===== src/design/bmx_pkg.sv =====
`timescale 1ns / 1ps
// ----------------------------------------------------------------------------
// bmx_pkg: shared types and defaults for the binary trie max-XOR block
// Holds the item payload structs, the step result flags and the default
// trie geometry.
// ----------------------------------------------------------------------------
package bmx_pkg;

  // Default trie geometry
  localparam int KEY_BITS_DEF   = 31;
  localparam int NODE_COUNT_DEF = 4096;

  // Fixed width of the key and answer fields on the ports
  localparam int FIELD_W = 31;

  // Operation codes carried in the mode field
  localparam logic MODE_INSERT = 1'b0;
  localparam logic MODE_QUERY  = 1'b1;

  // Input item
  typedef struct packed {
    logic               mode;
    logic [FIELD_W-1:0] key;
  } in_t;

  // Result item
  typedef struct packed {
    logic [FIELD_W-1:0] best_xor;
    logic [FIELD_W-1:0] max_seen;
    logic               pool_full;
  } out_t;

  // Outcome of one trie level step
  typedef struct packed {
    logic found;    // a child was taken
    logic flipped;  // the taken child is opposite to the key bit
  } step_flags_t;

endpackage


===== src/design/bmx_step.sv =====
`timescale 1ns / 1ps
// ----------------------------------------------------------------------------
// bmx_step: one trie level step
// Picks the child to follow from a node entry. A query prefers the child
// opposite to the key bit; an insert follows the same-bit child only.
// ----------------------------------------------------------------------------
module bmx_step #(
  parameter int IDX_W = 12
) (
  input  logic [2*IDX_W-1:0]       entry_i,
  input  logic                     key_bit_i,
  input  logic                     query_i,
  output logic [IDX_W-1:0]         next_o,
  output bmx_pkg::step_flags_t     flags_o
);
  import bmx_pkg::*;

  logic [IDX_W-1:0] child0;
  logic [IDX_W-1:0] child1;
  logic [IDX_W-1:0] same_c;
  logic [IDX_W-1:0] opp_c;

  // Split entry: upper half is the one-child, lower half the zero-child
  assign child0 = entry_i[IDX_W-1:0];
  assign child1 = entry_i[2*IDX_W-1:IDX_W];
  assign same_c = key_bit_i ? child1 : child0;
  assign opp_c  = key_bit_i ? child0 : child1;

  // Child selection; index zero means no child
  always_comb begin
    if (query_i && (opp_c != '0)) begin
      next_o          = opp_c;
      flags_o.found   = 1'b1;
      flags_o.flipped = 1'b1;
    end else begin
      next_o          = same_c;
      flags_o.found   = (same_c != '0);
      flags_o.flipped = 1'b0;
    end
  end

endmodule


===== config.mk =====
export PLATFORM = sky130hd
export DESIGN_NAME = bmx_step
export DESIGN_NICKNAME = d
export VERILOG_FILES = /design/src/design/bmx_pkg.sv /design/src/design/bmx_step.sv
export SDC_FILE = /design/constraint.sdc
export NUM_CORES = 1
export LEC_CHECK = 0
export BUFFER_PORTS_ARGS = -buffer_cell sky130_fd_sc_hd__buf_2
export CORE_AREA = 3 3 40 42
export DETAILED_ROUTE_END_ITERATION = 7
export DIE_AREA = 0 0 43 45
export GPL_TIMING_DRIVEN = 0
export PLACE_DENSITY = 0.67
export SETUP_SLACK_MARGIN = 0.1
export SKIP_LAST_GASP = 1
export SYNTH_ARGS = -nofsm -noshare
export SYNTH_HDL_FRONTEND = slang
export SYNTH_SLANG_ARGS = --single-unit

===== constraint.sdc =====
create_clock -name vclk -period 1.8
set_clock_uncertainty 0.15 [all_clocks]
set_input_delay 0.18 -clock vclk [all_inputs]
set_output_delay 0.18 -clock vclk [all_outputs]
set_load 0.03 [all_outputs]

# Word level (Yosys, flattened, before mapping)
# Index checks and enable logic that the tools add are counted.
op_classes:
  n_addsub: 0
  multipliers: 0
  n_div: 0
  magnitude_cmp: 0
  n_eq_ne: 0
  shifts: 0
  n_mux: 4
  n_bitwise: 0
  reduce_logical: 3
op_table:
  columns: ["op", "n"]
  rows:
  - ["12-bit two-way mux", 3]
  - ["12-bit nonzero test", 2]
  - ["2-bit two-way mux", 1]
  - ["1-bit logical AND", 1]
totals:
  reg_bits: 0
  latchBits: 0
  mem_bits_rw: 0
  rom_bits: 0
  input_bits: 26
  out_inout_bits: 14
  wordCells: 7
  mem_count: 0

# Longest topological paths before layout
# Gate-level depths: netlist of the first run.
depth:
  depth_word: 4
  mapped_depth: 4
  mapped_depth_nobuf: 4

# Worst setup path after synthesis of the first run
# OpenSTA, ideal clock, no wires.
synth_path:
  path_type: "input to output"
  startpoint: "input entry_i[16]"
  endpoint: "output next_o[11]"
  t_arrival_ns: 1.668
  required_time_ns: 1.470
  setup_slack_ns: -0.198
  path_stages: 4
  n_path_buf: 0
  cell_sequence: "nor4_1 > a311o_2 > a21oi_1 > a311oi_1"
synth_between:
  elab_chain_cells: 4
synth_rtl:
  columns: ["item", "line_no", "text"]
  rows:
  - ["from (decl)", "bmx_step.sv:10", "input logic [2*IDX_W-1:0] entry_i,"]
  - ["12-bit two-way mux", "bmx_step.sv:27", "assign opp_c = key_bit_i ? child0 : child1;"]
  - ["12-bit nonzero test", "bmx_step.sv:31", "if (query_i && (opp_c != '0)) begin"]
  - ["1-bit logical AND", "bmx_step.sv:31", null]
  - ["12-bit two-way mux", "bmx_step.sv:31", null]
  - ["to (decl)", "bmx_step.sv:13", "output logic [IDX_W-1:0] next_o,"]
# No other way between the ends.

# Worst setup path after layout of the first run
layout_path:
  startpoint: "input entry_i[12]"
  endpoint: "output next_o[10]"
# Same word-level chain as after synthesis.

==> metrics.md, run 1 <==
| Metric | Value |
|---|---|
| Peak supply drop | 197 uV |
| Final-report max-slew violation count | 0 |
| Nets | ~110 |
| Final WL | about 1600 um |
| Fillers | 114 |
| Worst setup margin | -0.0740 ns |
| Ant diodes | 0 |
| Synth unique cells | 16 |
| # DRC | 0 |
| RePlAce Congestion | 0.827 |
| Vias in the first global route | around 550 |
| Post-Syn Area | 304 um2 |
| Switching pwr | 0.000142 W |
| Core area | 0.00128 mm2 |
| Top Ports | 40 |
| Endpoints failing hold | 0 |
| Clk network pwr share | 0 |
| Leakage | 0.388 nW |
| Syn Nets | 66 |
| Sequential-to-total area share from yosys stat | 0 |
| Worst slew pin tran | around 0.48 ns |
| Num sequential | 0 |
| Area of the multi-input gates | 452 um2 |
| Setup crit start | entry_i[12] |
| Setup crit end kind | output pin |
| Die X | between 40 and 50 um |
| First-pass GRT wire length | between 2000 and 3000 um |
| Post-route design area | 861 um2 |
| Hold_sp | entry_i[12] |
| Number of DRC markers in iteration 0 | 4 |
| Tightest Hold Check Type | input pin to output pin |
| Slowest cell on crit path | mux2_4 |
| Final min period | around 1.9 ns |
| Fin crit share | 1.04 |
| Most frequent cell after synthesis | mux2_2 |
| Dominant cells by area after synthesis | mux2_2 33%, nor4_1 12%, a311oi_1 8.6% |
| Worst stage delay on the critical path | around 0.34 ns |
| Buffers added on ports | 39 |
| Register area | 0 um2 |
| Final setup fails | 10 |
| Crit path max fanout | 5 |
| Share of cells above drive strength 1 | 0.814 |
| Sw frac | 0.513 |
| Status | finished with violations |
| RSZ-0062 raised after global routing | true |
| Worst Path Arrival | 1.54 ns |
| Largest net degree at the start of global routing | 9 |
| Violated checks | negative setup slack |
| PD cells | 323 mW/mm2 |
| Area grow syn2layout | 183% |
| Worst-path cell chain | buf_8, nor4_4, a311o_2, nand3_4, mux2_4, buf_6 |
| 1st-pass router iterations | 2 |
| Slew HR | 0.681 |
| Seq pwr share | 0 |
| Synth area leader | mux2_2 |
| Internal cell power | 0.000135 W |
| Area of placed instances | 549 um2 |
| Fmax | 534 MHz |
| Routed Antenna Nets | 0 |
| Clkbuf count | 0 |
| Critical path class | input pin to output pin |
| CP Launch Type | input pin |
| Power share of the combinational group | 1.000 |
| Initial antenna violation count | 0 |
| Post-synth top cells | 9 x mux2_2, 6 x nor4_1, 4 x a21oi_1, 4 x inv_1 |
| Die ar. | 0.00194 mm2 |
| Placed insts | 94 |
| Cell family with most CP delay | simple AND/OR/NAND/NOR gates |
| Post-Synthesis Cells | 40 |
| DIE HEIGHT | 45 um |
| CP required | 1.47 ns |
| GRT Total Usage | 0.168 |
| Number of vias per cell | 5.37 |
| Synth Warn # | 0 |
| DP Wirelength | around 1000 um |
| Synth top area share | 0.333 |
| Finished Layout Cells | 101 |
| WHS | 0.541 ns |
| Total of max-cap violations | 0 |
| Initial core utilization | 0.237 |
| Gr ovfl total | 0 |
| Buf+Inv Stages, Crit Path | 2 |
| WL per Instance | 16.1 um |
| Row count | 13 |
| Vias | approximately 540 |
| Final Core Density | 0.670 |
| Syn Area/Cell | 7.60 um2 |
[metal layers]
metal | track usage | wire (um) | vias up | share of wire
li1 | - | - | 266 | -
met1 | 0.188 | 573 | 238 | 0.35
met2 | 0.320 | 871 | 34 | 0.53
met3 | 0.0319 | 146 | 4 | 0.090
met4 | 0.0542 | 38 | 0 | 0.023
met5 | 0 | 0 | - | 0
[repair_timing]
action	in CTS	in global routing
endpoints found under the hold margin	0	0
hold buffers	0	0
resized for setup	55	10
pin swaps	8	8
endpoints found under the setup margin	14	14
buffers inserted	6	0
gates cloned	1	0
[per-stage QoR]
| stage | setup WS, ns | setup TNS (ns) | total power [W] |
|---|---|---|---|
| 2_1_floorplan | 0.0659 | 0 | 0.000118 |
| 3_3_place_gp | -0.265 | -2.60 | 0.000184 |
| 5_1_grt | -0.137 | -1.24 | 0.000293 |
| 6_report | -0.0740 | -0.497 | 0.000278 |
| 4_1_cts | -0.0478 | -0.322 | 0.000269 |
| 3_5_place_dp | -0.282 | -2.91 | 0.000185 |
[tightest hold or removal path: cells and delay by family]
family | cells | cell delay [ns]
buffers and inverters | 2 | 0.20
muxes | 1 | 0.13
[power groups by stage]
stage                     registers [W]  clock network, W  logic, W
after floorplan                       0                 0  0.000118
after global placement                0                 0  0.000184
after detailed placement              0                 0  0.000185
after CTS                             0                 0  0.000269
after global routing                  0                 0  0.000293
final                                 0                 0  0.000278
[cells by family after synthesis]
group	count (synthesis)	synth area share
compound gates	14	0.337
simple gates	12	0.268
mux	9	0.333
buf+inv	5	0.0617
[cell type report]
class / instances / share of cell area
Tap cell: 15 / 0.0218
Inverter: 4 / 0.0174
Multi-Input combinational cell: 36 / 0.525
Buffer: 1 / 0.00436
Timing Repair Buffer: 45 / 0.432
[layout by cell type (no fill, tap or decap)]
cell type | synthesis | final
nand3_1 | 2 | 2
o211a_1 | 1 | 1
inv_1 | 4 | 4
clkbuf_1 | 1 | 1
nand4_1 | 1 | 1
o22ai_1 | 3 | 3
a21oi_2 | 0 | 1
a31oi_1 | 1 | 1
a311oi_2 | 0 | 3
a21oi_1 | 4 | 3
buf_4 | 0 | 8
nand3_4 | 1 | 2
nor4_4 | 0 | 6
buf_2 | 0 | 18
mux2_4 | 0 | 9
or2_2 | 1 | 1
o21ba_2 | 1 | 1
nand2_2 | 0 | 1
buf_6 | 0 | 17
buf_8 | 0 | 2
a311o_2 | 1 | 1
[final timing paths]
path | slack, ns | cells past startpoint | to
max | -0.07 | 6 | next_o[10]
min | 0.54 | 3 | next_o[0]
No activity file was read; power rests on OpenSTA's default activity.
==> inputs of run 2 (changes only) <==
- CELL_PAD_IN_SITES_DETAIL_PLACEMENT: unset -> 1
- CELL_PAD_IN_SITES_GLOBAL_PLACEMENT: unset -> 1
- CORE_AREA: 3 3 40 42 -> unset
- CORE_ASPECT_RATIO: unset -> 1.1
- CORE_MARGIN: unset -> 3
- CORE_UTILIZATION: unset -> 20
- DIE_AREA: 0 0 43 45 -> unset
- PLACE_DENSITY: 0.67 -> 0.89
- RECOVER_POWER: unset -> 50
- SLEW_MARGIN: unset -> 20
==> metrics.md, run 2 (synthesis results as in run 1) <==
| Metric | Value |
|---|---|
| Routed Antenna Nets | 0 (unchanged) |
| RSZ-0062 raised after global routing | true (unchanged) |
| Status | finished with violations (unchanged) |
| Clk network pwr share | 0 (about the same) |
| Die X | 43.2 um (was 43 um) |
| Leakage | 0.382 nW (was 0.388 nW) |
| Core area | 0.00140 mm2 (was 0.00128 mm2) |
| Gr ovfl total | 0 (unchanged) |
| Critical Path Sink | next_o[7] (was next_o[10]) |
| Tightest Hold Check Type | input pin to output pin (unchanged) |
| Final min period | 1.90 ns (was 1.87 ns) |
| Violated checks | negative setup slack (unchanged) |
| First-pass GRT wire length | 2830 um (was 2530 um) |
| Buffers added on ports | 39 (unchanged) |
| Most frequent cells in the layout | 21 x buf_6, 13 x buf_2, 7 x buf_4 (was 18 x buf_2, 17 x buf_6, 9 x mux2_4) |
| Vias in the first global route | 581 (was 547) |
| Setup crit end kind | output pin (unchanged) |
| Clkbuf count | 0 (unchanged) |
| Area grow syn2layout | 187% (was 183%) |
| Fmax | 525 MHz (was 534 MHz) |
| Cell count along the critical path | 6 (unchanged) |
| Critical path class | input pin to output pin (unchanged) |
| Setup WS pre-CTS | -0.296 ns (was -0.282 ns) |
| Vias | 569 (was 542) |
| Nets | 113 (was 114) |
| Cell family with most CP delay | simple AND/OR/NAND/NOR gates (unchanged) |
| Sw frac | 0.514 (was 0.513) |
| Num sequential | 0 (unchanged) |
| Number of vias per cell | 5.63 (was 5.37) |
| Initial core utilization | 0.217 (was 0.237) |
| RePlAce Congestion | 0.737 (was 0.827) |
| Final WL | 1930 um (was 1630 um) |
| WL per Instance | 19.1 um (was 16.1 um) |
| Slew HR | 0.747 (was 0.681) |
| Row count | 14 (was 13) |
| Peak supply drop | 183 uV (was 197 uV) |
| Most common cell after layout, fill and taps aside | buf_6 (was buf_2) |
| # DRC | 0 (unchanged) |
| CP required | 1.47 ns (about the same) |
| Switching pwr | 0.000144 W (was 0.000142 W) |
| Worst Path Arrival | 1.57 ns (was 1.54 ns) |
| Ant diodes | 0 (unchanged) |
| Worst stage delay on the critical path | 0.34 ns (about the same) |
| Total of max-cap violations | 0 (unchanged) |
| DP Wirelength | 1250 um (was 1000 um) |
| Endpoints failing hold | 0 (unchanged) |
| Fin crit share | 1.06 (was 1.04) |
| Hold_buf cts | 0 (unchanged) |
| Buf+Inv Stages, Crit Path | 2 (unchanged) |
| WHS | 0.541 ns (about the same) |
| Slowest cell on crit path | mux2_4 (unchanged) |
| Worst-path cell chain | buf_8, nor4_4, a311o_2, nand3_2, mux2_4, buf_6 (was buf_8, nor4_4, a311o_2, nand3_4, mux2_4, buf_6) |
| Setup crit start | entry_i[12] (unchanged) |
| Worst setup margin | -0.103 ns (was -0.0740 ns) |
| Number of DRC markers in iteration 0 | 12 (was 4) |
| Internal cell power | 0.000136 W (was 0.000135 W) |
| Final setup fails | 9 (was 10) |
| Initial antenna violation count | 0 (unchanged) |
| Power share of the combinational group | 1.000 (about the same) |
| CP Launch Type | input pin (unchanged) |
| 1st-pass router iterations | 4 (was 2) |
| PD cells | 321 mW/mm2 (was 323 mW/mm2) |
| Share of cells above drive strength 1 | 0.835 (was 0.814) |
| Crit path max fanout | 5 (unchanged) |
| Seq pwr share | 0 (about the same) |
| Worst slew pin tran | 0.379 ns (was 0.477 ns) |
| Largest net degree at the start of global routing | 9 (unchanged) |
| Worst hold stages | 3 (unchanged) |
| Top Ports | 40 (unchanged) |
| GRT Total Usage | 0.183 (was 0.168) |
| Register area | 0 um2 (unchanged) |
| DIE HEIGHT | 46.9 um (was 45 um) |
| Final-report max-slew violation count | 0 (unchanged) |
| Die ar. | 0.00202 mm2 (was 0.00194 mm2) |
-- run 2: cell count changes in the layout (fill, tap and decap cells not counted), moves of 2 or more --
cell,previous run,this run
buf_2,18,13
nand3_2,0,2
buf_6,17,21
mux2_4,9,6
mux2_2,0,3
-- run 2: area by class of cell --
cell class	count	area, um2
Buffer	1	3.75
Fill cell	148	528
Inverter	4	15.0
Multi-Input combinational cell	36	445
Tap cell	16	20.0
Timing Repair Buffer	44	389
-- run 2: worst min-delay path by stage --
stage / slack (ns) / endpoint / startpoint
after CTS: 0.55 / next_o[3] / entry_i[3]
after floorplan: 0.40 / flags_o[0] / query_i
after global placement: 0.58 / flags_o[0] / query_i
after detailed placement: 0.59 / flags_o[0] / query_i
final: 0.54 / next_o[3] / entry_i[3]
after global routing: 0.55 / next_o[3] / entry_i[3]
-- run 2: power by group through the flow --
stage	clock, W	combinational [W]	sequential, W
detailed placement	0	0.000188	0
finish	0	0.000280	0
floorplan	0	0.000118	0
global route	0	0.000293	0
global placement	0	0.000183	0
CTS	0	0.000268	0
-- run 2: stage by stage --
| step | util | cell area [um2] | total power, W | setup TNS [ns] | std cells |
|---|---|---|---|---|---|
| finish | 0.623 | 873 | 0.000280 | -0.848 | 101 |
| detailed placement | 0.393 | 551 | 0.000188 | -2.94 | 95 |
| global route | 0.623 | 873 | 0.000293 | -1.52 | 101 |
| floorplan | - | 335 | 0.000118 | 0 | 40 |
| CTS | 0.591 | 828 | 0.000268 | -0.582 | 101 |
| global placement | 0.393 | 551 | 0.000183 | -2.77 | 95 |
-- run 2: per-layer routing --
| layer | part of all wire | GRT usage | wire (um) |
|---|---|---|---|
| met4 | 0 | 0 | 0 |
| met1 | 0.34 | 0.187 | 666 |
| met5 | 0 | 0 | 0 |
| met2 | 0.56 | 0.416 | 1080 |
| met3 | 0.095 | 0.0192 | 183 |
-- run 2: what timing repair did --
| action | 4_1_cts | 5_1_grt |
|---|---|---|
| setup endpoints to repair | 14 | 14 |
| gates resized for setup | 57 | 13 |
| cloned | 1 | 0 |
| pin swaps | 10 | 5 |
| setup buffers | 6 | 0 |
| endpoints found under the hold margin | 0 | 0 |
